File: src/design/deq_pkg.sv
// shared types and constants for the double-ended queue unit
package deq_pkg;

  localparam int unsigned DATA_W   = 32;
  localparam int unsigned REQ_W    = 3;
  localparam int unsigned STATUS_W = 2;

  // request codes
  localparam logic [REQ_W-1:0] REQ_PUSH_FRONT = 3'd0;
  localparam logic [REQ_W-1:0] REQ_PUSH_BACK  = 3'd1;
  localparam logic [REQ_W-1:0] REQ_POP_FRONT  = 3'd2;
  localparam logic [REQ_W-1:0] REQ_POP_BACK   = 3'd3;
  localparam logic [REQ_W-1:0] REQ_LIST       = 3'd4;

  // result status codes
  localparam logic [STATUS_W-1:0] ST_OK    = 2'd0;
  localparam logic [STATUS_W-1:0] ST_EMPTY = 2'd1;
  localparam logic [STATUS_W-1:0] ST_FULL  = 2'd2;

  typedef enum logic [1:0] {
    S_IDLE,
    S_EXEC,
    S_POP,
    S_LIST
  } state_t;

  // controller to datapath
  typedef struct packed {
    logic                load_req;
    logic                commit_push;
    logic                commit_pop;
    logic                rd_pop;
    logic                rd_first;
    logic                rd_next;
    logic                out_load;
    logic                out_from_mem;
    logic [STATUS_W-1:0] out_status;
    logic                out_last;
  } deq_cmd_t;

  // datapath to controller
  typedef struct packed {
    logic [REQ_W-1:0] req;
    logic             empty;
    logic             full;
    logic             list_last;
    logic             out_free;
  } deq_stat_t;

endpackage

File: src/design/deq_if.sv
// request and result channel interfaces
interface deq_req_if;
  logic               valid;
  logic               ready;
  logic [2:0]         req_type;
  logic signed [31:0] push_value;

  modport source (output valid, output req_type, output push_value, input ready);
  modport sink   (input valid, input req_type, input push_value, output ready);
endinterface

interface deq_rsp_if;
  logic               valid;
  logic               ready;
  logic [1:0]         status;
  logic signed [31:0] out_value;
  logic               last;

  modport source (output valid, output status, output out_value, output last, input ready);
  modport sink   (input valid, input status, input out_value, input last, output ready);
endinterface

File: src/design/double_ended_queue_unit.sv
// Bounded double-ended queue of signed 32-bit values held in a ring store.
// Request channel in_ch carries req_type (push front, push back, pop front,
// pop back, list all) and push_value; result channel out_ch carries status,
// out_value and last, with a beat accepted when valid and ready are high.
// Push and pop each give one result beat with last set; a list gives one beat
// per stored entry from front to back, last set on the final one. Push on a
// full queue reports full, pop or list on an empty queue reports empty, and
// the state stays as it was. Unknown request codes give no beat.
// Timing: a request is taken in the idle state and worked on in the execute
// state, where push and error results are registered; pop results follow
// in the pop state after the synchronous store read, and a list streams one
// entry per cycle after the first read while results are taken. One request
// is in work at a time; the next is taken once the current one has loaded
// its last result, so pushes alternate the idle and execute states. The
// result register lets a new request enter while the previous one waits.
// If the receiver stalls, the result holds and the block waits. Reset empties
// the queue; store contents are not cleared and never read outside the count.
module double_ended_queue_unit #(
  parameter int DEPTH = 16
) (
  input logic     clk,
  input logic     rst_n,
  deq_req_if.sink   in_ch,
  deq_rsp_if.source out_ch
);
  import deq_pkg::*;

  deq_cmd_t  cmd;
  deq_stat_t stat;

  deq_ctrl u_ctrl (
    .clk      (clk),
    .rst_n    (rst_n),
    .in_valid (in_ch.valid),
    .in_ready (in_ch.ready),
    .stat     (stat),
    .cmd      (cmd)
  );

  deq_dpath #(
    .DEPTH (DEPTH)
  ) u_dpath (
    .clk           (clk),
    .rst_n         (rst_n),
    .in_req_type   (in_ch.req_type),
    .in_push_value (in_ch.push_value),
    .out_valid     (out_ch.valid),
    .out_ready     (out_ch.ready),
    .out_status    (out_ch.status),
    .out_value     (out_ch.out_value),
    .out_last      (out_ch.last),
    .cmd           (cmd),
    .stat          (stat)
  );

endmodule

File: src/design/deq_ctrl.sv
// sequencing state machine for the double-ended queue unit
module deq_ctrl (
  input  logic               clk,
  input  logic               rst_n,
  input  logic               in_valid,
  output logic               in_ready,
  input  deq_pkg::deq_stat_t stat,
  output deq_pkg::deq_cmd_t  cmd
);
  import deq_pkg::*;

  state_t state_r;
  state_t state_nxt;

  always_ff @(posedge clk) begin
    if (!rst_n) begin
      state_r <= S_IDLE;
    end else begin
      state_r <= state_nxt;
    end
  end

  always_comb begin
    state_nxt = state_r;
    case (state_r)
      S_IDLE: begin
        if (in_valid) state_nxt = S_EXEC;
      end
      S_EXEC: begin
        case (stat.req)
          REQ_PUSH_FRONT, REQ_PUSH_BACK: begin
            if (stat.out_free) state_nxt = S_IDLE;
          end
          REQ_POP_FRONT, REQ_POP_BACK: begin
            if (!stat.empty) state_nxt = S_POP;
            else if (stat.out_free) state_nxt = S_IDLE;
          end
          REQ_LIST: begin
            if (!stat.empty) state_nxt = S_LIST;
            else if (stat.out_free) state_nxt = S_IDLE;
          end
          default: state_nxt = S_IDLE;
        endcase
      end
      S_POP: begin
        if (stat.out_free) state_nxt = S_IDLE;
      end
      S_LIST: begin
        if (stat.out_free && stat.list_last) state_nxt = S_IDLE;
      end
      default: state_nxt = S_IDLE;
    endcase
  end

  always_comb begin
    cmd      = '0;
    in_ready = 1'b0;
    case (state_r)
      S_IDLE: begin
        in_ready     = 1'b1;
        cmd.load_req = in_valid;
      end
      S_EXEC: begin
        case (stat.req)
          REQ_PUSH_FRONT, REQ_PUSH_BACK: begin
            if (stat.out_free) begin
              cmd.out_load    = 1'b1;
              cmd.out_last    = 1'b1;
              cmd.out_status  = stat.full ? ST_FULL : ST_OK;
              cmd.commit_push = !stat.full;
            end
          end
          REQ_POP_FRONT, REQ_POP_BACK, REQ_LIST: begin
            if (stat.empty) begin
              cmd.out_load   = stat.out_free;
              cmd.out_last   = 1'b1;
              cmd.out_status = ST_EMPTY;
            end else if (stat.req == REQ_LIST) begin
              cmd.rd_first = 1'b1;
            end else begin
              cmd.rd_pop = 1'b1;
            end
          end
          default: cmd = '0;
        endcase
      end
      S_POP: begin
        if (stat.out_free) begin
          cmd.out_load     = 1'b1;
          cmd.out_from_mem = 1'b1;
          cmd.out_status   = ST_OK;
          cmd.out_last     = 1'b1;
          cmd.commit_pop   = 1'b1;
        end
      end
      S_LIST: begin
        if (stat.out_free) begin
          cmd.out_load     = 1'b1;
          cmd.out_from_mem = 1'b1;
          cmd.out_status   = ST_OK;
          cmd.out_last     = stat.list_last;
          cmd.rd_next      = !stat.list_last;
        end
      end
      default: cmd = '0;
    endcase
  end

endmodule

File: src/design/deq_dpath.sv
// ring store, pointers and result register of the double-ended queue unit
module deq_dpath #(
  parameter int DEPTH = 16
) (
  input  logic                clk,
  input  logic                rst_n,
  input  logic [2:0]          in_req_type,
  input  logic signed [31:0]  in_push_value,
  output logic                out_valid,
  input  logic                out_ready,
  output logic [1:0]          out_status,
  output logic signed [31:0]  out_value,
  output logic                out_last,
  input  deq_pkg::deq_cmd_t   cmd,
  output deq_pkg::deq_stat_t  stat
);
  import deq_pkg::*;

  localparam int IW = (DEPTH > 1) ? $clog2(DEPTH) : 1;
  localparam int CW = $clog2(DEPTH + 1);
  localparam logic [IW-1:0] LAST_IDX = IW'(DEPTH - 1);
  localparam logic [CW:0]   DEPTH_S  = (CW + 1)'(DEPTH);
  localparam logic [CW-1:0] DEPTH_C  = CW'(DEPTH);

  logic [DATA_W-1:0] mem [DEPTH];

  logic [REQ_W-1:0]    req_r;
  logic [DATA_W-1:0]   val_r;
  logic [IW-1:0]       front_r, front_nxt;
  logic [CW-1:0]       count_r, count_nxt;
  logic [IW-1:0]       idx_r, idx_nxt;
  logic [DATA_W-1:0]   rd_data_r;
  logic                out_valid_r;
  logic [STATUS_W-1:0] out_status_r;
  logic [DATA_W-1:0]   out_value_r;
  logic                out_last_r;

  logic          out_free;
  logic          front_side;
  logic          rd_en;
  logic [IW-1:0] rd_addr;
  logic [IW-1:0] wr_addr;
  logic [IW-1:0] front_dec;
  logic [IW-1:0] front_inc;

  // (base + off) mod DEPTH, off below DEPTH
  function automatic logic [IW-1:0] ring_add(logic [IW-1:0] base, logic [CW-1:0] off);
    logic [CW:0] s;
    s = (CW + 1)'(base) + {1'b0, off};
    if (s >= DEPTH_S) s = s - DEPTH_S;
    return s[IW-1:0];
  endfunction

  assign out_free   = !out_valid_r || out_ready;
  assign front_side = (req_r == REQ_PUSH_FRONT) || (req_r == REQ_POP_FRONT);
  assign front_dec  = (front_r == '0) ? LAST_IDX : front_r - 1'b1;
  assign front_inc  = (front_r == LAST_IDX) ? '0 : front_r + 1'b1;
  assign wr_addr    = front_side ? front_dec : ring_add(front_r, count_r);
  assign rd_en      = cmd.rd_pop || cmd.rd_first || cmd.rd_next;

  always_comb begin
    rd_addr = front_r;
    if (cmd.rd_pop && !front_side) begin
      rd_addr = ring_add(front_r, count_r - 1'b1);
    end else if (cmd.rd_next) begin
      rd_addr = ring_add(front_r, CW'(idx_nxt));
    end
  end

  always_comb begin
    front_nxt = front_r;
    count_nxt = count_r;
    idx_nxt   = idx_r;
    if (cmd.commit_push) begin
      count_nxt = count_r + 1'b1;
      if (front_side) front_nxt = front_dec;
    end
    if (cmd.commit_pop) begin
      count_nxt = count_r - 1'b1;
      if (front_side) front_nxt = front_inc;
    end
    if (cmd.rd_first) idx_nxt = '0;
    if (cmd.rd_next)  idx_nxt = idx_r + 1'b1;
  end

  always_ff @(posedge clk) begin
    if (cmd.commit_push) mem[wr_addr] <= val_r;
    if (rd_en) rd_data_r <= mem[rd_addr];
  end

  always_ff @(posedge clk) begin
    if (!rst_n) begin
      front_r     <= '0;
      count_r     <= '0;
      idx_r       <= '0;
      out_valid_r <= 1'b0;
    end else begin
      front_r <= front_nxt;
      count_r <= count_nxt;
      idx_r   <= idx_nxt;
      if (cmd.out_load) out_valid_r <= 1'b1;
      else if (out_ready) out_valid_r <= 1'b0;
    end
  end

  always_ff @(posedge clk) begin
    if (cmd.load_req) begin
      req_r <= in_req_type;
      val_r <= in_push_value;
    end
    if (cmd.out_load) begin
      out_status_r <= cmd.out_status;
      out_value_r  <= cmd.out_from_mem ? rd_data_r : '0;
      out_last_r   <= cmd.out_last;
    end
  end

  assign stat.req       = req_r;
  assign stat.empty     = (count_r == '0);
  assign stat.full      = (count_r == DEPTH_C);
  assign stat.list_last = ((CW'(idx_r) + 1'b1) == count_r);
  assign stat.out_free  = out_free;

  assign out_valid  = out_valid_r;
  assign out_status = out_status_r;
  assign out_value  = out_value_r;
  assign out_last   = out_last_r;

  // the entry count never passes the store depth
  a_count_bound: assert property (@(posedge clk) disable iff (!rst_n)
    count_r <= DEPTH_C)
    else $error("entry count beyond depth");

  // a pending result is never overwritten
  a_no_overwrite: assert property (@(posedge clk) disable iff (!rst_n)
    cmd.out_load |-> out_free)
    else $error("result register overwritten");

  // a push is only committed with room left
  a_push_room: assert property (@(posedge clk) disable iff (!rst_n)
    cmd.commit_push |-> (count_r != DEPTH_C))
    else $error("push committed on full store");

  // a committed pop removes exactly one entry
  a_pop_count: assert property (@(posedge clk) disable iff (!rst_n)
    cmd.commit_pop |=> (count_r == $past(count_r) - 1'b1))
    else $error("pop did not remove one entry");

endmodule
File: src/flat_wrapper.sv
// flat-port wrapper written by rule: the top's interface ports become plain ports
module double_ended_queue_unit_flat import deq_pkg::*;
#(
  parameter int DEPTH = 16
)
  (clk, rst_n, in_ch_valid, in_ch_req_type, in_ch_push_value, in_ch_ready, out_ch_valid, out_ch_status, out_ch_out_value, out_ch_last, out_ch_ready);
  deq_req_if in_ch_i ();
  deq_rsp_if out_ch_i ();
  input logic clk;
  input logic rst_n;
  input wire logic [$bits(in_ch_i.valid)-1:0] in_ch_valid;
  input wire logic [$bits(in_ch_i.req_type)-1:0] in_ch_req_type;
  input wire logic [$bits(in_ch_i.push_value)-1:0] in_ch_push_value;
  output wire logic [$bits(in_ch_i.ready)-1:0] in_ch_ready;
  output wire logic [$bits(out_ch_i.valid)-1:0] out_ch_valid;
  output wire logic [$bits(out_ch_i.status)-1:0] out_ch_status;
  output wire logic [$bits(out_ch_i.out_value)-1:0] out_ch_out_value;
  output wire logic [$bits(out_ch_i.last)-1:0] out_ch_last;
  input wire logic [$bits(out_ch_i.ready)-1:0] out_ch_ready;
  assign in_ch_i.valid = in_ch_valid;
  assign in_ch_i.req_type = in_ch_req_type;
  assign in_ch_i.push_value = in_ch_push_value;
  assign in_ch_ready = in_ch_i.ready;
  assign out_ch_valid = out_ch_i.valid;
  assign out_ch_status = out_ch_i.status;
  assign out_ch_out_value = out_ch_i.out_value;
  assign out_ch_last = out_ch_i.last;
  assign out_ch_i.ready = out_ch_ready;
  double_ended_queue_unit #(.DEPTH(DEPTH)) u_core (.clk(clk), .rst_n(rst_n), .in_ch(in_ch_i), .out_ch(out_ch_i));
endmodule
File: config.mk
export PLATFORM = sky130hd
export DESIGN_NAME = double_ended_queue_unit_flat
export DESIGN_NICKNAME = d
export VERILOG_FILES = /design/src/design/deq_pkg.sv /design/src/design/deq_if.sv /design/src/design/double_ended_queue_unit.sv /design/src/design/deq_ctrl.sv /design/src/design/deq_dpath.sv /design/src/flat_wrapper.sv
export SDC_FILE = /design/constraint.sdc
export NUM_CORES = 1
export LEC_CHECK = 0
export BUFFER_PORTS_ARGS = -buffer_cell sky130_fd_sc_hd__buf_2
export CELL_PAD_IN_SITES_DETAIL_PLACEMENT = 0
export CELL_PAD_IN_SITES_GLOBAL_PLACEMENT = 2
export CORE_MARGIN = 5
export CORE_UTILIZATION = 50
export DETAILED_ROUTE_END_ITERATION = 10
export PLACE_DENSITY_LB_ADDON = 0.15
export SLEW_MARGIN = 30
export SYNTH_ARGS = -nofsm -noshare
export SYNTH_HDL_FRONTEND = slang
export SYNTH_SLANG_ARGS = --single-unit
File: constraint.sdc
create_clock -name clk -period 6.7 [get_ports clk]
set_input_delay 0.67 -clock clk [delete_from_list [all_inputs] [get_ports clk]]
set_output_delay 0.67 -clock clk [all_outputs]
set_load 0.02 [all_outputs]
After elaboration in Yosys (flattened, before gate mapping)
Memories as Yosys holds them, arrays and structs flattened. A register that Yosys moved wholly into a read port is not among the register bits.
Index checks and enable logic that the tools add are counted.
{"block": "totals", "regBits": 86, "mem_bits_rw": 512, "input_bits": 39, "out_inout_bits": 37, "wordCells": 107, "mem_count": 1}
{"block": "op_classes", "addsub": 12, "magnitude_cmp": 3, "eq_ne": 12, "muxes": 49, "n_reduce_logical": 20}
{"memory": "u_core.u_dpath.mem", "depth": 16, "width": 32, "read_ports": 1, "rd_clocked_by_memory_dff": 1, "write_ports": 1, "line_no": "deq_dpath.sv:25", "text": "logic [DATA_W-1:0] mem [DEPTH];"}
{"op": "two-way mux 4 bit", "count": 14}
{"op": "two-way mux 2 bit", "count": 10}
{"op": "subtractor 4 x 1 -> 4 bit (second input constant)", "count": 4}
{"op": "two-way mux 1 bit", "count": 15}
{"op": "two-way mux 5 bit", "count": 3}
{"op": "one-hot mux 5 bit (3 select lines)", "count": 1}
{"op": "adder 4 x 5 -> 6 bit", "count": 2}
{"op": ">= comparator 6 x 5 -> 1 bit (second input constant)", "count": 2}
{"op": "adder 4 x 1 -> 4 bit (second input constant)", "count": 2}
{"op": "one-hot mux 2 bit (4 select lines)", "count": 1}
{"op": "equality test 3 x 2 -> 1 bit (second input constant)", "count": 2}
{"op": "two-way mux 6 bit", "count": 1}
{"op": "one-hot mux 2 bit (3 select lines)", "count": 1}
{"op": "one-hot mux 3 bit (2 select lines)", "count": 1}
{"op": "adder 4 x 1 -> 5 bit (second input constant)", "count": 1}
{"op": "adder 4 x 4 -> 5 bit", "count": 1}
{"op": "adder 5 x 1 -> 5 bit (second input constant)", "count": 1}
{"op": "equality test 5 bit", "count": 1}
{"op": "equality test 5 bit (second input constant)", "count": 1}
{"op": ">= comparator 5 bit (second input constant)", "count": 1}
{"op": "zero test 5 bit", "count": 1}
{"op": "subtractor 5 x 1 -> 5 bit (second input constant)", "count": 1}
{"op": "equality test 2 bit (second input constant)", "count": 2}
{"op": "equality test 4 bit (second input constant)", "count": 1}
{"op": "other kinds (16)", "count": 26}

Logic depth before layout (Yosys ltp)
{"block": "logic_depth", "depth_word": 12, "mapped_depth": 20, "ltp_nobuf": 17}

Cells and area by module
Synthesis repeated with hierarchy kept, for this count alone.
{"block": "unflattened", "cells_unflattened": 1846, "area_unflattened_um2": 25087.8}
{"module": "deq_dpath", "n_inst": 1, "cells_per_inst": 1806, "area_each_um2": 24830.1, "seq_area_each_um2": 18718.0}
{"module": "deq_ctrl", "n_inst": 1, "cells_per_inst": 40, "area_each_um2": 257.7, "seq_area_each_um2": 40.0}

Least setup slack after synthesis
No wires, ideal clock.
{"block": "synth_path", "path_type": "reg-to-reg", "start": "register u_core.u_dpath.idx_r[0]", "end": "register u_core.u_dpath.rd_data_r[10] (read register of u_core.u_dpath.mem), data pin", "setup_ns": 0.272, "arrival_time_ns": 3.963, "required_ns": 6.428, "slack_ns": 2.466, "stages_incl_launch_ff": 19, "n_path_buf": 2, "synth_period_minus_slack_ns": 4.234, "cell_sequence": "dfxtp_1 -> ha_1 -> a21bo_1 -> a31oi_1 -> o2111a_1 -> nor2_1 -> a41oi_1 -> nand2_1 -> o21ai_0 -> ha_1 -> inv_1 -> fa_1 -> xnor2_1 -> nand3_1 -> nand3_2 -> clkbuf_1 -> clkbuf_1 -> a211oi_1 -> or4_1"}
{"block": "synth_via", "elab_chain_len": 11, "elab_cells_between_ends": 15, "classes_between": "add/sub (4); order compare (1); eq/ne (1); mux (7); reduce/logical (2)"}
{"element": "from (decl)", "line_no": "deq_dpath.sv:31", "text": "logic [IW-1:0] idx_r, idx_nxt;"}
{"element": "from (signal assigned)", "line_no": "deq_dpath.sv:100", "text": "idx_r <= idx_nxt;"}
{"element": "adder 4 x 1 -> 5 bit", "line_no": "deq_dpath.sv:121", "text": "assign stat.list_last = ((CW'(idx_r) + 1'b1) == count_r);"}
{"element": "equality test 5 bit", "line_no": "deq_dpath.sv:121"}
{"element": "zero test 1 bit", "line_no": "deq_ctrl.sv:102", "text": "cmd.rd_next = !stat.list_last;"}
{"element": "two-way mux 6 bit", "line_no": "deq_ctrl.sv:97", "text": "if (stat.out_free) begin"}
{"element": "two-way mux 1 bit"}
{"element": "two-way mux 4 bit *", "line_no": "deq_dpath.sv:83", "text": "if (cmd.rd_next) idx_nxt = idx_r + 1'b1;"}
{"element": "via u_core.u_dpath.idx_nxt[0]", "line_no": "deq_dpath.sv:31"}
{"element": "adder 4 x 4 -> 5 bit *", "line_no": "deq_dpath.sv:49", "text": "s = (CW + 1)'(base) + {1'b0, off};"}
{"element": "subtractor 4 x 1 -> 4 bit / >= comparator 5 bit (equally long branches)", "line_no": "deq_dpath.sv:50", "text": "if (s >= DEPTH_S) s = s - DEPTH_S;"}
{"element": "two-way mux 4 bit *", "line_no": "deq_dpath.sv:50"}
{"element": "two-way mux 4 bit *", "line_no": "deq_dpath.sv:65", "text": "end else if (cmd.rd_next) begin"}
{"element": "two-way mux 4 bit *", "line_no": "deq_dpath.sv:63", "text": "if (cmd.rd_pop && !front_side) begin"}
{"element": "to (decl)", "line_no": "deq_dpath.sv:32", "text": "logic [DATA_W-1:0] rd_data_r;"}
The timed path passes the listed nets; every way through them passes the cells marked *.
A chain may end at the register's enable or synchronous reset.

Final worst setup path
{"block": "layout_path", "start": "register u_core.u_ctrl.state_r[1]", "end": "register u_core.u_dpath.rd_data_r[10] (read register of u_core.u_dpath.mem), data pin"}
{"block": "layout_via", "elab_chain_len": 9, "elab_cells_between_ends": 15, "classes_between": "add/sub (2); order compare (1); eq/ne (2); mux (7); reduce/logical (3)"}
{"element": "from (decl)", "line_no": "deq_ctrl.sv:12", "text": "state_t state_r;"}
{"element": "from (signal assigned)", "line_no": "deq_ctrl.sv:19", "text": "state_r <= state_nxt;"}
{"element": "equality test 2 x 1 -> 1 bit", "line_no": "deq_ctrl.sv:58", "text": "case (state_r)"}
{"element": "two-way mux 2 bit", "line_no": "deq_ctrl.sv:58"}
{"element": "two-way mux 4 bit", "line_no": "deq_dpath.sv:82", "text": "if (cmd.rd_first) idx_nxt = '0;"}
{"element": "two-way mux 4 bit *", "line_no": "deq_dpath.sv:83"}
{"element": "via u_core.u_dpath.idx_nxt[1]", "line_no": "deq_dpath.sv:31"}
{"element": "adder 4 x 4 -> 5 bit *", "line_no": "deq_dpath.sv:49"}
{"element": "subtractor 4 x 1 -> 4 bit / >= comparator 5 bit (equally long branches)", "line_no": "deq_dpath.sv:50"}
{"element": "two-way mux 4 bit *", "line_no": "deq_dpath.sv:50"}
{"element": "two-way mux 4 bit *", "line_no": "deq_dpath.sv:65"}
{"element": "two-way mux 4 bit *", "line_no": "deq_dpath.sv:63"}
Marks and branches as above.

==> flow_summary_export.csv <==
group,metric,value,unit
power_and_ir_drop,irDropWorstVdd,0.000216,V
cts,clkTransAtPathRegs,0.06,ns
routing,dr.pass1.iters,5,
synthesis,ys.flop_type,"edfxtp_1",
grt,track_usage,21.8,%
finish,multi_input_area,6210,um^2
status,outcome,"complete, no violations",
grt,antenna_found_initial,2,
routing,drc,0,
power_and_ir_drop,p_per_area,289,nW/um^2
critical_path,rr_endpoint,"u_core.u_dpath.rd_data_r[10]$_DFFE_PP_",
cts,h-tree-depth,3,
routing,drt-total-wl,61.6,mm
synthesis,synth-seq-area-share,73.9,%
floorplan,die_area,55300,um^2
hold_path,hold_class,"input port to flop",
timing,fin_crit_sh,83.4,%
finish,final_nets,1688,
hold_path,holdPathEnd,"u_core.u_dpath.val_r[21]$_DFFE_PP_",
cts,cts_setup_buffers,0,
grt,overflow,0,
cts,hold_buffers,0,
timing,min_period,5.59,ns
routing,antenna_left,0,
synthesis,synth_cells,1568,
timing,max_freq,179,MHz
floorplan,fp.dieW,235,um
floorplan,die_h,235,um
critical_path,cp.required,7.04,ns
finish,fin_cells,2349,
flow_run,drv_cap,0,
finish,diodes,0,
timing,rsz0062_at_grt,"false",
routing,vias_per_cell,5.98,
routing,wl_per_cell,26.2,um
synthesis,synthesis.area,25400,um^2
cts,cts_tree,"yes",
critical_path,cp-startpoint,"u_core.u_ctrl.state_r[1]$_SDFFE_PN0P_",
critical_path,crit_fanout,40,
cts,cts_buffers,67,
placement,dp.cells,2233,
timing,setup_violations,0,
floorplan,rows,82,
critical_path,start_kind,"flop",
synthesis,async_reset_ff_share,0,%
synthesis,synth_nets,1626,
floorplan,ios,76,
finish,area_growth,12.8,%
timing,worst_clock_skew,0.0175,ns
cts,cts_buffer_depth,3,
cts,clock_latency,0.60,ns
grt,grt_pass1_vias,13982,
hold_path,hold_depth,1,
floorplan,start_util,50.6,%
placement,dp_hpwl,30.2,mm
finish,seqCellArea,18800,um^2
critical_path,regToRegSetupSlack,1.11,ns
timing,drv_slew,0,
synthesis,ys_ff_latch,630,
grt,grt_start_max_net_pins,146,
placement,gp_routability_congestion,0.751,
floorplan,core_area,50200,um^2
hold_path,hold_start,"in_ch_push_value[21]",
synthesis,synth-edff-count,614,
critical_path,cp_data_arrival_time,5.93,ns
routing,vias,14049,
cts,cts_sinks,630,
power_and_ir_drop,p_leak,10.6,nW
timing,finalHoldViolations,0,
timing,relSlewSlack,32.5,%
critical_path,timing.rr.start,"u_core.u_ctrl.state_r[1]$_SDFFE_PN0P_",
finish,drive_above_1_share,14.2,%
synthesis,synth_cell_types,63,
synthesis,ys_warn_count,0,
synthesis,syn_avg_cell_area,16.2,um^2
critical_path,critical_path_class,"flop to flop",
cts,cts_root_buf,"clkbuf_16",
routing,drt_iter0_drc,1148,
critical_path,critPathCaptureType,"flop",
grt,grt_first_pass_wirelength,91.5,mm
placement,port_buffers,75,
timing,worst_pin_slew,1.01,ns
cts,cts_resized,0,
power_and_ir_drop,p_total,8.27,mW
timing,tns,0,ns
finish,nFillCells,3882,
critical_path,reg2reg_depth,16,
per-stage QoR:
step | utilization, % | setup WS, ns | cell area (um^2) | hold WS [ns]
2_1_floorplan | - | 2.47 | 25400 | 0.528
3_3_place_gp | 52.9 | 1.19 | 26500 | 0.530
3_5_place_dp | 52.9 | 1.12 | 26500 | 0.538
4_1_cts | 57.0 | 1.11 | 28600 | 0.208
5_1_grt | 57.0 | 0.774 | 28600 | 0.214
6_report | 57.0 | 1.11 | 28600 | 0.241
layout by cell type (no fill, tap or decap), drive strengths merged, types with 4 or more instances in the layout:
cell	netlist	routed
edfxtp	614	614
a211oi	253	253
and3	163	163
mux2i	128	128
buf	50	109
clkbuf	66	84
or4	33	33
nor2	33	33
nand2	32	32
clkinv	0	27
ha	16	16
nand3	16	16
dfxtp	16	16
a21oi	14	14
and2	14	14
inv	12	14
xnor2	13	13
o21ai	13	13
nor2b	8	8
a31oi	7	7
nand2b	7	7
o22ai	5	5
xor2	5	5
o211ai	4	4
nor3	4	4
flip-flops by register name, summed over array words and instances (netlist names), 3 cells and up:
name                      cells
u_core.u_dpath.mem          512
u_core.u_dpath.out_value     32
u_core.u_dpath.val_r         32
u_core.u_dpath.rd_data_r     32
u_core.u_dpath.front_r        4
u_core.u_dpath.idx_r          4
u_core.u_dpath.req_r          3
u_core.u_dpath.count_r        5
synth_stat cells, types with 2 or more instances:
master	n	area share, %
edfxtp_1	614	73
o22ai_1	5	0.12
buf_1	3	0.044
inv_1	12	0.18
buf_6	4	0.18
and3_1	163	4.0
ha_1	16	0.79
a21o_1	3	0.089
or3_1	2	0.049
clkbuf_1	66	0.98
nor2_2	2	0.049
buf_2	38	0.75
or4_1	33	0.98
a211oi_1	252	7.5
a21oi_1	14	0.28
a221oi_1	2	0.069
o211ai_1	3	0.089
o21ai_0	13	0.26
a31oi_1	6	0.15
a211o_1	3	0.10
dfxtp_1	16	1.3
xnor2_1	13	0.45
and2_1	14	0.35
o21a_1	3	0.089
nand3_1	15	0.30
xor2_1	4	0.14
o31ai_1	3	0.089
or2_1	2	0.049
nor2b_1	8	0.20
o2111ai_1	2	0.069
nand2b_1	7	0.17
buf_4	5	0.15
nand2_1	30	0.44
fa_1	3	0.24
mux2i_1	128	5.1
nor2_1	31	0.46
nor3_1	4	0.079
cell families after synthesis:
group | count (synthesis) | synth area share (%)
AOI/OAI and AO/OA | 323 | 9.48
xor gates and xnor gates | 18 | 0.651
adders and majority gates | 19 | 1.03
buffers and inverters | 128 | 2.27
DFF | 630 | 73.9
muxes | 128 | 5.05
and+or+nand+nor | 322 | 7.57
metal layers:
layer / global-route usage (%) / up-vias / wire, um
li1: - / 6448 / -
met1: 30.9 / 7125 / 27200
met2: 35.2 / 381 / 29300
met3: 3.73 / 95 / 3200
met4: 6.86 / 0 / 1830
met5: 0 / - / 0
where the power goes:
part | leakage (nW) | internal, mW | switching (mW)
clock network | 1.01 | 2.03 | 1.48
registers | 5.69 | 4.39 | 0.0700
logic | 3.87 | 0.0971 | 0.202
total | 10.6 | 6.52 | 1.75
worst max-delay path by stage:
stage                                                  end  slack, ns  cells after the start
CTS                 u_core.u_dpath.rd_data_r[10]$_DFFE_PP_       1.11                     16
global route        u_core.u_dpath.rd_data_r[12]$_DFFE_PP_       0.77                     16
global placement    u_core.u_dpath.rd_data_r[11]$_DFFE_PP_       1.19                     17
floorplan           u_core.u_dpath.rd_data_r[10]$_DFFE_PP_       2.47                     18
finish              u_core.u_dpath.rd_data_r[10]$_DFFE_PP_       1.11                     16
detailed placement  u_core.u_dpath.rd_data_r[10]$_DFFE_PP_       1.12                     17
cell type report:
| cell class | instances | share of cell area [%] |
|---|---|---|
| Inverter | 12 | 0.157 |
| Timing Repair Buffer | 109 | 2.38 |
| Clock inverter | 32 | 0.906 |
| Sequential cell | 630 | 65.6 |
| Tap cell | 672 | 2.94 |
| Multi-Input combinational cell | 810 | 21.7 |
| Clock buffer | 84 | 6.31 |
worst max-delay path, stage by stage (launching register included):
cell and delay (ns):
dfxtp_2 0.99, inv_1 0.23, nor2_1 0.21, nand2_1 0.17, nor2_1 0.24, a41oi_1 0.12, a22o_1 0.28, ha_1 0.29
a21o_1 0.18, a21oi_1 0.17, xnor2_1 0.11, a32oi_2 0.26, xor2_2 0.37, nand2b_2 0.84, buf_4 0.28, a211oi_1 0.05
or4_1 0.54
Note: power is estimated with default switching activity, not from simulation.
